File: src/rtl/overlapping_frame_blocker_assert.svh
// ----------------------------------------------------------------------------
// Overlapping frame blocker assertion macros
// Concurrent assertion shorthands used by the control RTL (ofb_ctrl).
// ----------------------------------------------------------------------------
`ifndef OVERLAPPING_FRAME_BLOCKER_ASSERT_SVH
`define OVERLAPPING_FRAME_BLOCKER_ASSERT_SVH

// condition holds at every edge out of reset
`define OFB_ASSERT_ALWAYS(lbl, clk, rst_n, cond, msg) \
	lbl: assert property (@(posedge clk) disable iff (!rst_n) (cond)) else $error(msg);

// antecedent implies consequent in the same cycle
`define OFB_ASSERT_IMPL(lbl, clk, rst_n, ante, cons, msg) \
	lbl: assert property (@(posedge clk) disable iff (!rst_n) (ante) |-> (cons)) \
		else $error(msg);

// antecedent implies consequent in the next cycle
`define OFB_ASSERT_NEXT(lbl, clk, rst_n, ante, cons, msg) \
	lbl: assert property (@(posedge clk) disable iff (!rst_n) (ante) |=> (cons)) \
		else $error(msg);

`endif

File: src/rtl/ofb_pkg.sv
// ----------------------------------------------------------------------------
// Overlapping frame blocker package
// Shared constants, codes and the result record.
// ----------------------------------------------------------------------------
`timescale 1ns / 1ps
`default_nettype none

package ofb_pkg;

	localparam int RING_DEPTH_DEF  = 1024;
	localparam int WINDOW_MAX_DEF  = 512;
	localparam int SAMPLE_BITS_DEF = 16;

	localparam int FRAME_NUM_BITS = 32;
	localparam int CFG_BITS       = 10;
	localparam int CFG_IDX_BITS   = 2;

	localparam logic [CFG_IDX_BITS-1:0] CFG_FRAME_LENGTH  = 2'd0;
	localparam logic [CFG_IDX_BITS-1:0] CFG_FRAME_SHIFT   = 2'd1;
	localparam logic [CFG_IDX_BITS-1:0] CFG_FLUSH_ALL     = 2'd2;
	localparam logic [CFG_IDX_BITS-1:0] CFG_REJECT_ON_GAP = 2'd3;

	typedef enum logic [1:0] {
		OP_PUT   = 2'd0,
		OP_GET   = 2'd1,
		OP_FLUSH = 2'd2,
		OP_CLEAR = 2'd3
	} op_t;

	typedef enum logic [2:0] {
		STAT_DONE      = 3'd0,
		STAT_GAP       = 3'd1,
		STAT_OVERFLOW  = 3'd2,
		STAT_NOT_READY = 3'd3,
		STAT_EMPTY     = 3'd4,
		STAT_SAMPLE    = 3'd5,
		STAT_REFUSED   = 3'd6
	} stat_t;

	typedef struct packed {
		stat_t                     status;
		logic                      last;
		logic                      fin;
		logic [FRAME_NUM_BITS-1:0] frame_number;
	} res_t;

endpackage

`default_nettype wire

File: src/rtl/ofb_ctrl.sv
// ----------------------------------------------------------------------------
// Overlapping frame blocker control
// Configuration registers, ring pointers and frame state; decides each
// beat's result and issues the ring write or read.
// ----------------------------------------------------------------------------
`timescale 1ns / 1ps
`default_nettype none

`include "overlapping_frame_blocker_assert.svh"

module ofb_ctrl #(
	parameter int RING_DEPTH  = ofb_pkg::RING_DEPTH_DEF,
	parameter int WINDOW_MAX  = ofb_pkg::WINDOW_MAX_DEF,
	parameter int SAMPLE_BITS = ofb_pkg::SAMPLE_BITS_DEF
) (
	input  wire logic                                clk,
	input  wire logic                                arst_n,
	input  wire logic                                cfg_we,
	input  wire logic [ofb_pkg::CFG_IDX_BITS-1:0]    cfg_addr,
	input  wire logic [ofb_pkg::CFG_BITS-1:0]        cfg_wdata,
	input  wire logic                                accept,
	input  wire logic [1:0]                          opcode,
	input  wire logic signed [SAMPLE_BITS-1:0]       sample_in,
	input  wire logic                                discontinuous,
	output logic                                     ram_we,
	output logic [$clog2(RING_DEPTH)-1:0]            ram_waddr,
	output logic [SAMPLE_BITS-1:0]                   ram_wdata,
	output logic                                     ram_re,
	output logic [$clog2(RING_DEPTH)-1:0]            ram_raddr,
	output ofb_pkg::res_t                            res
);

	localparam int AW   = $clog2(RING_DEPTH);
	localparam int CW   = $clog2(RING_DEPTH + 1);
	localparam int WW   = $clog2(WINDOW_MAX + 1);
	localparam int NW   = WW + 1;
	localparam int CMPW = (WW > ofb_pkg::CFG_BITS) ? WW : ofb_pkg::CFG_BITS;
	localparam int FNB  = ofb_pkg::FRAME_NUM_BITS;

	typedef enum logic [1:0] {
		MODE_NONE,
		MODE_GET,
		MODE_FLUSH
	} mode_t;

	logic [ofb_pkg::CFG_BITS-1:0] len_cfg_q;
	logic [ofb_pkg::CFG_BITS-1:0] sh_cfg_q;
	logic                         flush_all_q;
	logic                         reject_q;

	logic [AW-1:0]  base_q,   base_n;
	logic [CW-1:0]  fill_q,   fill_n;
	logic [WW-1:0]  pos_q,    pos_n;
	mode_t          mode_q,   mode_n;
	logic [WW-1:0]  size_q,   size_n;
	logic           final_q,  final_n;
	logic [FNB-1:0] frames_q, frames_n;

	logic [CMPW-1:0] len_x, sh_x;
	logic [WW-1:0]   len_c, sh_c, max_c, lim_c;
	logic [NW-1:0]   need_c;
	logic [CW-1:0]   d_c;
	logic [WW-1:0]   pos_e, size_e, pos_inc;
	mode_t           mode_e;
	logic            final_e;
	logic [FNB-1:0]  frames_e;
	logic            fin_c;
	ofb_pkg::op_t    op;

	function automatic logic [AW-1:0] wrap_add(logic [AW-1:0] a, logic [CW-1:0] b);
		logic [CW:0] s;
		s = (CW + 1)'(a) + (CW + 1)'(b);
		if (s >= (CW + 1)'(RING_DEPTH)) begin
			s = s - (CW + 1)'(RING_DEPTH);
		end
		return AW'(s);
	endfunction

	assign op = ofb_pkg::op_t'(opcode);

	always_comb begin
		len_x = CMPW'(len_cfg_q);
		sh_x  = CMPW'(sh_cfg_q);
		if (len_x == '0) begin
			len_c = WW'(1);
		end else if (len_x > CMPW'(WINDOW_MAX)) begin
			len_c = WW'(WINDOW_MAX);
		end else begin
			len_c = WW'(len_x);
		end
		if (sh_x == '0) begin
			sh_c = WW'(1);
		end else if (sh_x > CMPW'(WINDOW_MAX)) begin
			sh_c = WW'(WINDOW_MAX);
		end else begin
			sh_c = WW'(sh_x);
		end
		max_c  = (len_c > sh_c) ? len_c : sh_c;
		need_c = {max_c, 1'b0};
		lim_c  = flush_all_q ? sh_c : max_c;
		d_c    = (CW'(sh_c) < fill_q) ? CW'(sh_c) : fill_q;
	end

	always_comb begin
		base_n   = base_q;
		fill_n   = fill_q;
		pos_n    = pos_q;
		mode_n   = mode_q;
		size_n   = size_q;
		final_n  = final_q;
		frames_n = frames_q;
		pos_e    = pos_q;
		size_e   = size_q;
		mode_e   = mode_q;
		final_e  = final_q;
		frames_e = frames_q;
		pos_inc  = '0;
		fin_c    = 1'b0;
		ram_we   = 1'b0;
		ram_re   = 1'b0;
		res.status       = ofb_pkg::STAT_DONE;
		res.last         = 1'b0;
		res.fin          = 1'b0;
		res.frame_number = frames_q;

		unique case (op) inside
			ofb_pkg::OP_PUT: begin
				if (reject_q && (fill_q != '0) && discontinuous) begin
					res.status = ofb_pkg::STAT_GAP;
				end else if (fill_q >= CW'(RING_DEPTH)) begin
					res.status = ofb_pkg::STAT_OVERFLOW;
				end else begin
					ram_we = 1'b1;
					fill_n = fill_q + CW'(1);
				end
			end
			ofb_pkg::OP_CLEAR: begin
				base_n   = '0;
				fill_n   = '0;
				pos_n    = '0;
				mode_n   = MODE_NONE;
				size_n   = '0;
				final_n  = 1'b0;
				frames_n = '0;
				res.frame_number = '0;
			end
			ofb_pkg::OP_GET, ofb_pkg::OP_FLUSH: begin
				if (mode_q == MODE_NONE) begin
					if (op == ofb_pkg::OP_GET) begin
						if (fill_q < CW'(need_c)) begin
							res.status = ofb_pkg::STAT_NOT_READY;
						end else begin
							mode_e  = MODE_GET;
							size_e  = len_c;
							final_e = 1'b0;
						end
					end else if (fill_q == '0) begin
						res.status = ofb_pkg::STAT_EMPTY;
					end else if (fill_q >= CW'(need_c)) begin
						res.status = ofb_pkg::STAT_REFUSED;
					end else begin
						mode_e  = MODE_FLUSH;
						final_e = CW'(lim_c) >= fill_q;
						size_e  = (CW'(len_c) < fill_q) ? len_c : WW'(fill_q);
					end
					if (mode_e != MODE_NONE) begin
						pos_e    = '0;
						frames_e = frames_q + FNB'(1);
					end
				end
				res.frame_number = frames_e;
				if (mode_e != MODE_NONE) begin
					ram_re     = 1'b1;
					fin_c      = (mode_e == MODE_FLUSH) && final_e;
					res.status = ofb_pkg::STAT_SAMPLE;
					res.fin    = fin_c;
					pos_inc    = pos_e + WW'(1);
					frames_n   = frames_e;
					if (pos_inc >= size_e) begin
						res.last = 1'b1;
						pos_n    = '0;
						mode_n   = MODE_NONE;
						size_n   = '0;
						final_n  = 1'b0;
						if (fin_c) begin
							base_n   = '0;
							fill_n   = '0;
							frames_n = '0;
						end else begin
							base_n = wrap_add(base_q, d_c);
							fill_n = fill_q - d_c;
						end
					end else begin
						pos_n   = pos_inc;
						mode_n  = mode_e;
						size_n  = size_e;
						final_n = final_e;
					end
				end
			end
		endcase
	end

	assign ram_waddr = wrap_add(base_q, fill_q);
	assign ram_wdata = sample_in;
	assign ram_raddr = wrap_add(base_q, CW'(pos_e));

	always_ff @(posedge clk or negedge arst_n) begin
		if (!arst_n) begin
			len_cfg_q   <= ofb_pkg::CFG_BITS'(1);
			sh_cfg_q    <= ofb_pkg::CFG_BITS'(1);
			flush_all_q <= 1'b0;
			reject_q    <= 1'b1;
			base_q      <= '0;
			fill_q      <= '0;
			pos_q       <= '0;
			mode_q      <= MODE_NONE;
			size_q      <= '0;
			final_q     <= 1'b0;
			frames_q    <= '0;
		end else begin
			if (cfg_we) begin
				unique case (cfg_addr)
					ofb_pkg::CFG_FRAME_LENGTH:  len_cfg_q   <= cfg_wdata;
					ofb_pkg::CFG_FRAME_SHIFT:   sh_cfg_q    <= cfg_wdata;
					ofb_pkg::CFG_FLUSH_ALL:     flush_all_q <= cfg_wdata[0];
					ofb_pkg::CFG_REJECT_ON_GAP: reject_q    <= cfg_wdata[0];
				endcase
			end
			if (accept) begin
				base_q   <= base_n;
				fill_q   <= fill_n;
				pos_q    <= pos_n;
				mode_q   <= mode_n;
				size_q   <= size_n;
				final_q  <= final_n;
				frames_q <= frames_n;
			end
		end
	end

	`OFB_ASSERT_ALWAYS(a_fill_bound, clk, arst_n, fill_q <= CW'(RING_DEPTH), "fill over depth")
	`OFB_ASSERT_IMPL(a_frame_fits, clk, arst_n, mode_q != MODE_NONE, (pos_q < size_q) && (CW'(size_q) <= fill_q), "frame outruns fill")
	`OFB_ASSERT_IMPL(a_idle_clean, clk, arst_n, mode_q == MODE_NONE, (pos_q == '0) && (size_q == '0) && !final_q, "stale frame state")
	`OFB_ASSERT_NEXT(a_clear, clk, arst_n, accept && (op == ofb_pkg::OP_CLEAR), (fill_q == '0) && (frames_q == '0) && (mode_q == MODE_NONE), "clear not applied")

endmodule

`default_nettype wire

File: config.mk
export PLATFORM = sky130hd
export DESIGN_NAME = ofb_ctrl
export DESIGN_NICKNAME = d
export VERILOG_FILES = /design/src/rtl/ofb_pkg.sv /design/src/rtl/ofb_ctrl.sv
export VERILOG_INCLUDE_DIRS = /design/src /design/src/rtl
export SDC_FILE = /design/constraint.sdc
export NUM_CORES = 1
export LEC_CHECK = 0
export BUFFER_PORTS_ARGS = -buffer_cell sky130_fd_sc_hd__buf_2
export CAP_MARGIN = 20
export CORE_MARGIN = 4
export CORE_UTILIZATION = 55
export CTS_CLUSTER_SIZE = 10
export DETAILED_ROUTE_END_ITERATION = 8
export GPL_TIMING_DRIVEN = 0
export PLACE_DENSITY = 0.87
export SKIP_LAST_GASP = 1
export SLEW_MARGIN = 10
export SYNTH_ARGS = -nofsm -noshare
export SYNTH_HDL_FRONTEND = slang
export SYNTH_SLANG_ARGS = --single-unit
File: constraint.sdc
create_clock -name clk -period 9 [get_ports clk]
set_input_delay 0.9 -clock clk [delete_from_list [all_inputs] [get_ports clk]]
set_output_delay 0.9 -clock clk [all_outputs]
set_load 0.02 [all_outputs]
# == Yosys cells after proc, flatten, opt, wreduce, memory -nomap -nowiden ==
# Index checks and enable logic that the tools add are counted.
# totals
rom_bits,0
n_memories,0
inputBits,35
out_inout_bits,75
latch_bits,0
regBits,98
wordCells,146
mem_bits_rw,0
# op_classes
mul,0
order_cmp,13
bitwise,0
reduce_logical,21
addsub,10
n_eq_ne,11
mux,80
div_mod_pow,0
n_shift,0
# ops
op,n
10-bit two-way mux,27
32-bit two-way mux,5
32-bit case mux with 2 select lines,2
11-bit two-way mux,6
10-bit case mux with 2 select lines,3
11-bit case mux with 3 select lines,1
32-bit by 1-bit adder with 32-bit output (second input constant),1
10-bit by 1-bit subtractor with 10-bit output (second input constant),3
2-bit two-way mux,14
10-bit by 11-bit adder with 12-bit output,2
12-bit by 11-bit greater-or-equal comparator with 1-bit output (second input constant),2
11-bit greater-or-equal comparator (second input constant),2
10-bit by 11-bit < comparator with 1-bit output,2
10-bit greater-than comparator (second input constant),2
10-bit logical NOT,2
1-bit two-way mux,14
3-bit two-way mux,4
10-bit by 10-bit adder with 11-bit output,1
11-bit by 1-bit adder with 11-bit output (second input constant),1
10-bit by 11-bit greater-or-equal comparator with 1-bit output,1
11-bit greater-or-equal comparator,1
11-bit logical NOT,1
11-bit < comparator,1
11-bit nonzero test,1
19 further kinds,36

# == Depth between registers and ports, before layout ==
# Gate-level depths: netlist of the first run.
# depth
ltp_word,20
depth_mapped,35
ltp_nobuf,32

# == Worst setup path before layout of the first run ==
# Ideal clock, no wire load.
# synth_path
path_type,register to register
startpoint,register sh_cfg_q[5] (netlist name)
endpoint,register frames_q[30]
path_stages_with_launch,36
period_less_slack_ns,7.009
setup_ns,0.082
t_arrival_ns,6.927
required_ns,8.918
setup_slack_ns,1.991
n_path_buf,3
path_cell_list,dfrtp_1 or4_1 nor2_1 nor2_1 nor2_1 ha_1 inv_1 a21oi_1 nor3_1 a2111oi_0 a31oi_1 buf_1 mux2i_1 ha_1 a21o_1 nand3_1 a31oi_2 nor4_4 clkbuf_1 nor2_1 and2_1 ha_1 inv_1 or3_1 xor2_1 nor2_1 ha_1 a211o_1 a31oi_1 o21ai_1 a211oi_2 or4b_4 and3_1 buf_2 o31a_1 a31oi_1
# synth_between
elab_chain_cells,20
elab_cells_between_ends,47
classes_between,1 x add/sub; 6 x order compare; 2 x eq/ne; 33 x mux; 5 x reduce/logical
# synth_lines
item,line_no,rtl
start: declaration,ofb_ctrl.sv:47,logic [ofb_pkg::CFG_BITS-1:0] sh_cfg_q;
start signal: assignment,ofb_ctrl.sv:211,sh_cfg_q <= ofb_pkg::CFG_BITS'(1);
start signal: assignment,ofb_ctrl.sv:225,ofb_pkg::CFG_FRAME_SHIFT: sh_cfg_q <= cfg_wdata;
10-bit greater-than comparator,ofb_ctrl.sv:93,end else if (sh_x > CMPW'(WINDOW_MAX)) begin
10-bit two-way mux,ofb_ctrl.sv:93,
10-bit two-way mux *,ofb_ctrl.sv:91,if (sh_x == '0) begin
10-bit greater-than comparator,ofb_ctrl.sv:98,max_c = (len_c > sh_c) ? len_c : sh_c;
10-bit two-way mux,ofb_ctrl.sv:98,
11-bit greater-or-equal comparator,ofb_ctrl.sv:159,end else if (fill_q >= CW'(need_c)) begin
2-bit two-way mux,ofb_ctrl.sv:159,
2-bit two-way mux,ofb_ctrl.sv:157,end else if (fill_q == '0) begin
[... 4 more ...],n/a,
10-bit two-way mux,ofb_ctrl.sv:166,if (mode_e != MODE_NONE) begin
10-bit two-way mux,ofb_ctrl.sv:148,if (mode_q == MODE_NONE) begin
10-bit two-way mux,ofb_ctrl.sv:126,unique case (op) inside
10-bit by 1-bit adder with 10-bit output,ofb_ctrl.sv:177,pos_inc = pos_e + WW'(1);
10-bit greater-or-equal comparator,ofb_ctrl.sv:179,if (pos_inc >= size_e) begin
32-bit two-way mux,ofb_ctrl.sv:179,
32-bit two-way mux,ofb_ctrl.sv:172,if (mode_e != MODE_NONE) begin
32-bit case mux with 2 select lines,ofb_ctrl.sv:126,
end signal: assignment,ofb_ctrl.sv:237,frames_q <= frames_n;
end: declaration,ofb_ctrl.sv:57,"logic [FNB-1:0] frames_q, frames_n;"
# Mark *: on every way between the ends. The rest lies on a longest branch, timed or not. The select of a mux whose other input is x is not followed.
# A chain may end at the register's enable or synchronous reset.

# == Final worst setup path of the first run ==
# layout_path
startpoint,register len_cfg_q[9] (netlist name)
endpoint,register frames_q[4]
# layout_between
elab_chain_cells,20
elab_cells_between_ends,49
classes_between,1 x add/sub; 7 x order compare; 2 x eq/ne; 34 x mux; 5 x reduce/logical
# layout_lines
item,line_no,rtl
start: declaration,ofb_ctrl.sv:46,logic [ofb_pkg::CFG_BITS-1:0] len_cfg_q;
start signal: assignment,ofb_ctrl.sv:210,len_cfg_q <= ofb_pkg::CFG_BITS'(1);
start signal: assignment,ofb_ctrl.sv:224,ofb_pkg::CFG_FRAME_LENGTH: len_cfg_q <= cfg_wdata;
10-bit greater-than comparator,ofb_ctrl.sv:86,end else if (len_x > CMPW'(WINDOW_MAX)) begin
10-bit two-way mux,ofb_ctrl.sv:86,
10-bit two-way mux *,ofb_ctrl.sv:84,if (len_x == '0) begin
10-bit greater-than comparator,ofb_ctrl.sv:98,
10-bit two-way mux,ofb_ctrl.sv:98,
11-bit greater-or-equal comparator,ofb_ctrl.sv:159,
2-bit two-way mux,ofb_ctrl.sv:159,
2-bit two-way mux,ofb_ctrl.sv:157,
[... 4 more ...],n/a,
10-bit two-way mux,ofb_ctrl.sv:166,
10-bit two-way mux,ofb_ctrl.sv:148,
10-bit two-way mux,ofb_ctrl.sv:126,
10-bit by 1-bit adder with 10-bit output,ofb_ctrl.sv:177,
10-bit greater-or-equal comparator,ofb_ctrl.sv:179,
32-bit two-way mux,ofb_ctrl.sv:179,
32-bit two-way mux,ofb_ctrl.sv:172,
32-bit case mux with 2 select lines,ofb_ctrl.sv:126,
# Marks and branches as above.

==> flow_metrics.env, run 1 <==
export IMPL_finalCriticalPeriod_ps=8660
export IMPL_hold_viol=0
export IMPL_portBuffers=93
export IMPL_core_area_um2=17200
export IMPL_fillers=1449
export IMPL_worst_path_dominant_cell_family="compound AO/OA/AOI/OAI gates"
export IMPL_yosysWarningCount=0
export IMPL_htreeDepth=3
export IMPL_row_count=48
export IMPL_clock_fmax_mhz=116
export IMPL_vias_per_cell=6.53
export IMPL_postRouteAntennaNets=0
export IMPL_synthToLayoutAreaGrowth_pct=11.3
export IMPL_netlist_area_um2=9620
export IMPL_total_power_mw=3.41
export IMPL_synth_edf_count=0
export IMPL_skew_ps=16.6
export IMPL_clockBufferDepth=2
export IMPL_worstMarginPinSlew_ps=1000
export IMPL_wl_um=29700
export IMPL_cp_slowest_cell="nor4_4"
export IMPL_avgSynthCellArea_um2=8.18
export IMPL_critPathBufInv=5
export IMPL_drive_gt1_frac=0.159
export IMPL_dpl_instance_area_um2=10400
export IMPL_chipHeight_um=140
export IMPL_final_nets=1421
export IMPL_postCtsSetupBuffers=0
export IMPL_top_level_ports=110
export IMPL_dpl_hpwl_um=22300
export IMPL_finalCritPeriodShare=0.962
export IMPL_finalSetupViolations=0
export IMPL_synth_cell_types=79
export IMPL_grt_pass1_vias=9528
export IMPL_drv_slew=0
export IMPL_timing_hold_ws_ps=489
export IMPL_cp_data_arrival_time_ps=8930
export IMPL_drc_errors=0
export IMPL_finalInstanceArea_um2=10700
export IMPL_clock_sinks=98
export IMPL_critPathKind="flip-flop to flip-flop"
export IMPL_diodes=0
export IMPL_setup_tns_ps=0
export IMPL_die_w_um=140
export IMPL_cap_violations=0
export IMPL_antenna_found_initial=0
export IMPL_dr_pass1_iters=6
export IMPL_vdd_drop_max_uv=181
export IMPL_synth_top_area_cell="dfrtp_1"
export IMPL_start_util=0.558
export IMPL_synthCells=1176
export IMPL_synth_ff_type="dfrtp_1"
export IMPL_track_usage=0.296
export IMPL_cts_buffers=9
export IMPL_p_leak_nw=5.06
export IMPL_crit_path_max_fanout=10
export IMPL_gp_congestion=0.977
export IMPL_powerDensity_nw_per_um2=318
export IMPL_dieArea_um2=19700
export IMPL_grt_pass1_wl_um=47500
export IMPL_synth_commonest_cells="nand2_1, ha_1, dfrtp_1"
export IMPL_cts_tree="yes"
export IMPL_required_ps=9270
export IMPL_synth_most_common_cell="nand2_1"
export IMPL_cp_end_kind="flip-flop"
export IMPL_ys_async_sr_fraction=1.00
export IMPL_relSlewSlack=0.330
export IMPL_wire_per_inst_um=19.6
export IMPL_hold_class="flip-flop to flip-flop"
export IMPL_ys_seq_elements=98
export IMPL_start_kind="flip-flop"
export IMPL_grt_max_degree=59
export IMPL_cts_clk_slew_worst_paths_ps=70
export IMPL_critPathMaxStageDelay_ps=690
export IMPL_first_iter_violations=1180
export IMPL_vias=9873
export IMPL_clk_latency_ps=370
export IMPL_synth_sequential_area_ratio=0.255
export IMPL_ys_top_cells_by_area="dfrtp_1, ha_1, nand2_1"
export IMPL_syn_num_nets=1316
export IMPL_outcome="finished clean"
export IMPL_synth_top_area_frac=0.247
export IMPL_cts_hold_buffers=0
export IMPL_overflow=0
export IMPL_rsz0062_at_grt="no"
export IMPL_root_buffer="clkbuf_16"
## worst reg2reg max path, delay by kind of cell (launching register included)
family                   cells  cell delay (ps)
flip-flops                   1              430
AND/OR/NAND/NOR              6             2280
multiplexers                 1              310
buffers and inverters        5             1830
adder cells (fa/ha/maj)      3              990
AO/OA/AOI/OAI               12             2700
## timing repair
action                     4_1_cts  5_1_grt
hold endpoints to repair         0        0
setup endpoints to repair        0       44
gates resized for setup          0        9
## per-stage QoR
| step | util | cells | setup slack, ps |
|---|---|---|---|
| after floorplan | - | 1176 | 1990 |
| after global placement | 0.602 | 1494 | 534 |
| after detailed placement | 0.603 | 1495 | 383 |
| after CTS | 0.620 | 1511 | 331 |
| after global routing | 0.621 | 1511 | 27.3 |
| final | 0.621 | 1511 | 345 |
## routing by layer
metal  wire (um)  track usage  up-vias  part of all wire
li1            -            -     4513                 -
met1       11700        0.387     4547              0.39
met2       12900        0.457      654              0.43
met3        3410       0.0659      159              0.11
met4        1680        0.156        0             0.057
met5           0            0        -                 0
## placed cells by master, fill, tap and decap left out, drive strengths merged, types with 32 or more instances in the layout
cell,count
a21o,32
a21oi,80
a31oi,32
buf,131
clkbuf,51
dfrtp,95
ha,101
inv,68
mux2i,42
nand2,119
nor2,86
nor3,33
o21ai,87
## cell families after synthesis
group,count (synthesis),synth area share
compound gates,356,0.247
xor+xnor,33,0.0300
fa+ha+maj,105,0.140
buf+inv,143,0.0658
flops,98,0.255
mux,66,0.0718
simple gates,375,0.191
## final timing paths
check | end | slack [ps] | startpoint | cells after the start
min in group asynchronous | frames_q[27] | 600 | arst_n | 1
max | frames_q[4] | 340 | len_cfg_q[9] | 27
max reg2reg | frames_q[4] | 340 | len_cfg_q[9] | 27
max in group asynchronous | sh_cfg_q[0] | 7630 | arst_n | 2
min | size_q[4] | 490 | size_q[4] | 2
min reg2reg | size_q[4] | 490 | size_q[4] | 2
## report_power, final
group / leakage, nW / internal (mW) / switching [mW]
clock network: 0.147 / 0.232 / 0.185
logic: 3.65 / 0.844 / 1.45
registers: 1.27 / 0.540 / 0.161
## cell type report
class | count | area (um^2) | area share
clock buffers | 14 | 264 | 0.0247
inverters | 69 | 263 | 0.0245
repair buffers | 94 | 488 | 0.0456
plain buffers | 74 | 378 | 0.0353
clock inverters | 2 | 38.8 | 0.00362
well taps | 225 | 282 | 0.0263
multi-input cells | 935 | 6540 | 0.611
flip-flops and latches | 98 | 2460 | 0.229
## state kept, by name, indices dropped and copies added, names as in the netlist
register     cells
frames_q        32
fill_q          11
base_q          10
len_cfg_q       10
pos_q           10
sh_cfg_q        10
size_q          10
mode_q           2
final_q          1
flush_all_q      1
reject_q         1
Note: power is estimated with default switching activity, not from simulation.
==> run 2, diff against run 1 <==
--- a/config.mk
+++ b/config.mk
@@ -14,6 +14,7 @@
 export DETAILED_ROUTE_END_ITERATION = 8
 export GPL_TIMING_DRIVEN = 0
 export PLACE_DENSITY = 0.87
+export RECOVER_POWER = 50
 export SKIP_LAST_GASP = 1
 export SLEW_MARGIN = 10
 export SYNTH_ARGS = -nofsm -noshare
==> run 2 against run 1 <==
  * The flow now finishes with violations (max-capacitance violations, max-slew violations)
  * Fmax increased by 0.26%
  * Register-to-register slack improved by 20 ps
  * Clock skew decreased by 7.1 ps
  * Critical path depth is 2 higher
  * Via count grew 0.25%
  * Non-clock buffer count unchanged
  * Setup slack gained 22 ps
  * Wire length is 0.38% higher
  * Global-route usage did not move
  * Sequential power barely moved
  * Die area stayed put
  * Largest power group unchanged
==> flow_metrics.env, run 2 (synthesis gave the netlist of run 1 again) <==
export IMPL_outcome="finished, violations left"
export IMPL_violations="max-capacitance violations, max-slew violations"
export IMPL_whs_path_depth=2
export IMPL_critPathKind="flip-flop to flip-flop"
export IMPL_r2r_start="sh_cfg_q[9]"
export IMPL_layout_common_cells="nand2_1, ha_1, dfrtp_1"
export IMPL_start_util=0.558
export IMPL_powerDensity_nw_per_um2=320
export IMPL_drv_slew=101
export IMPL_clock_sinks=98
export IMPL_cap_violations=2
export IMPL_root_buffer="clkbuf_16"
export IMPL_vdd_drop_max_uv=181
export IMPL_postCtsSetupBuffers=0
export IMPL_vias_per_cell=6.55
export IMPL_rrSetupSlack_ps=370
export IMPL_worstRegToRegCells=29
export IMPL_relSlewSlack=-1.18
export IMPL_cts_buffers=9
export IMPL_dr_pass1_iters=7
export IMPL_die_w_um=140
export IMPL_top_level_ports=110
export IMPL_dpl_hpwl_um=22300
export IMPL_largest_reg_flops=32
export IMPL_gp_congestion=0.977
export IMPL_postRouteAntennaNets=0
export IMPL_final_common_cell="nand2_1"
export IMPL_wire_per_inst_um=19.7
export IMPL_critPathBufInv=5
export IMPL_diodes=0
export IMPL_vias=9898
export IMPL_dpl_instance_area_um2=10400
export IMPL_p_leak_nw=5.00
export IMPL_portBuffers=93
export IMPL_final_nets=1421
export IMPL_track_usage=0.296
export IMPL_synthToLayoutAreaGrowth_pct=10.8
export IMPL_row_count=48
export IMPL_dp_slack_ps=383
export IMPL_core_area_um2=17200
export IMPL_cp_end_kind="flip-flop"
export IMPL_finalSetupViolations=0
export IMPL_worstMarginPinSlew_ps=3270
export IMPL_rr_endpoint="frames_q[4]"
export IMPL_clock_fmax_mhz=116
export IMPL_drc_errors=0
export IMPL_clk_latency_ps=370
export IMPL_biggestRegsByFlops="frames_q (32), fill_q (11)"
export IMPL_overflow=0
export IMPL_grt_max_degree=59
export IMPL_dieArea_um2=19700
export IMPL_layout_setup_ws_ps=367
export IMPL_grt_pass1_wl_um=47500
export IMPL_htreeDepth=3
export IMPL_grt_pass1_vias=9528
export IMPL_cts_clk_slew_worst_paths_ps=70
export IMPL_setup_tns_ps=0
export IMPL_finalCritPeriodShare=0.959
export IMPL_hold_class="flip-flop to flip-flop"
export IMPL_finalInstanceArea_um2=10700
export IMPL_clockBufferDepth=2
export IMPL_crit_path_max_fanout=10
export IMPL_holdCritStartpoint="size_q[4]"
export IMPL_cp_slowest_cell="nor4_4"
export IMPL_start_kind="flip-flop"
export IMPL_first_iter_violations=1182
export IMPL_finalCriticalPeriod_ps=8630
export IMPL_timing_hold_ws_ps=488
export IMPL_rsz0062_at_grt="no"
export IMPL_fillers=1471
export IMPL_critPathMaxStageDelay_ps=660
export IMPL_wl_um=29800
export IMPL_hold_viol=0
export IMPL_required_ps=9280
export IMPL_skew_ps=9.56
export IMPL_cp_data_arrival_time_ps=8910
export IMPL_top_register="frames_q"
export IMPL_chipHeight_um=140
export IMPL_hold_end="size_q[4]"
export IMPL_drive_gt1_frac=0.143
export IMPL_cts_tree="yes"
export IMPL_antenna_found_initial=0
export IMPL_worst_path_dominant_cell_family="compound AO/OA/AOI/OAI gates"
run 2: cell types whose count changed in the layout (fill, tap and decap cells not counted):
cell	previous run	this run
clkbuf_1	37	58
buf_2	106	88
buf_4	20	19
buf_1	3	2
buf_12	1	0
run 2: timing repair:
item                                    CTS  global route
gates resized for setup                   0             9
hold buffers                              0             0
endpoints found under the setup margin    0            44
run 2: per-layer routing:
metal,wire length [um],global-route usage,up-vias,part of all wire
li1,-,-,4501,-
met1,11800,0.387,4576,0.40
met2,12800,0.457,648,0.43
met3,3360,0.0659,173,0.11
met4,1800,0.156,0,0.060
met5,0,0,-,0
run 2: worst max-delay path by stage:
stage	startpoint	end	slack, ps	cells after the start
2_1_floorplan	sh_cfg_q[5]	frames_q[30]	1990	35
3_3_place_gp	sh_cfg_q[9]	frames_q[4]	530	34
3_5_place_dp	sh_cfg_q[9]	frames_q[4]	380	34
4_1_cts	sh_cfg_q[9]	res[33]	330	32
5_1_grt	sh_cfg_q[9]	res[33]	30	32
6_report	sh_cfg_q[9]	frames_q[4]	370	29
run 2: report_power, final:
part	switching [mW]	total, mW	internal, mW
clock network	0.185	0.417	0.232
logic	1.45	2.29	0.842
registers	0.160	0.700	0.540
run 2: stage by stage:
step                      std cells  utilization  power [mW]
final                          1511        0.619        3.41
after detailed placement       1495        0.603        2.90
after global routing           1511        0.619        3.64
after floorplan                1176            -        2.29
after CTS                      1511        0.620        3.33
after global placement         1494        0.602        2.83
run 2: worst register-to-register path: cells and delay by family (launching register included):
kind,cells,cell delay [ps]
AOI/OAI and AO/OA,13,2780
and+or+nand+nor,7,2060
buffers and inverters,5,1870
adders and majority gates,3,940
DFF,1,570
muxes,1,320
run 2: cell type report:
type,instances,area (um^2),area share
clock buffer,14,264,0.0248
inverter,69,263,0.0246
timing repair buffer,94,445,0.0418
clock inverter,2,38.8,0.00364
multi-input combinational,935,6540,0.613
sequential,98,2460,0.230
tap,225,282,0.0264
buffer,74,378,0.0354
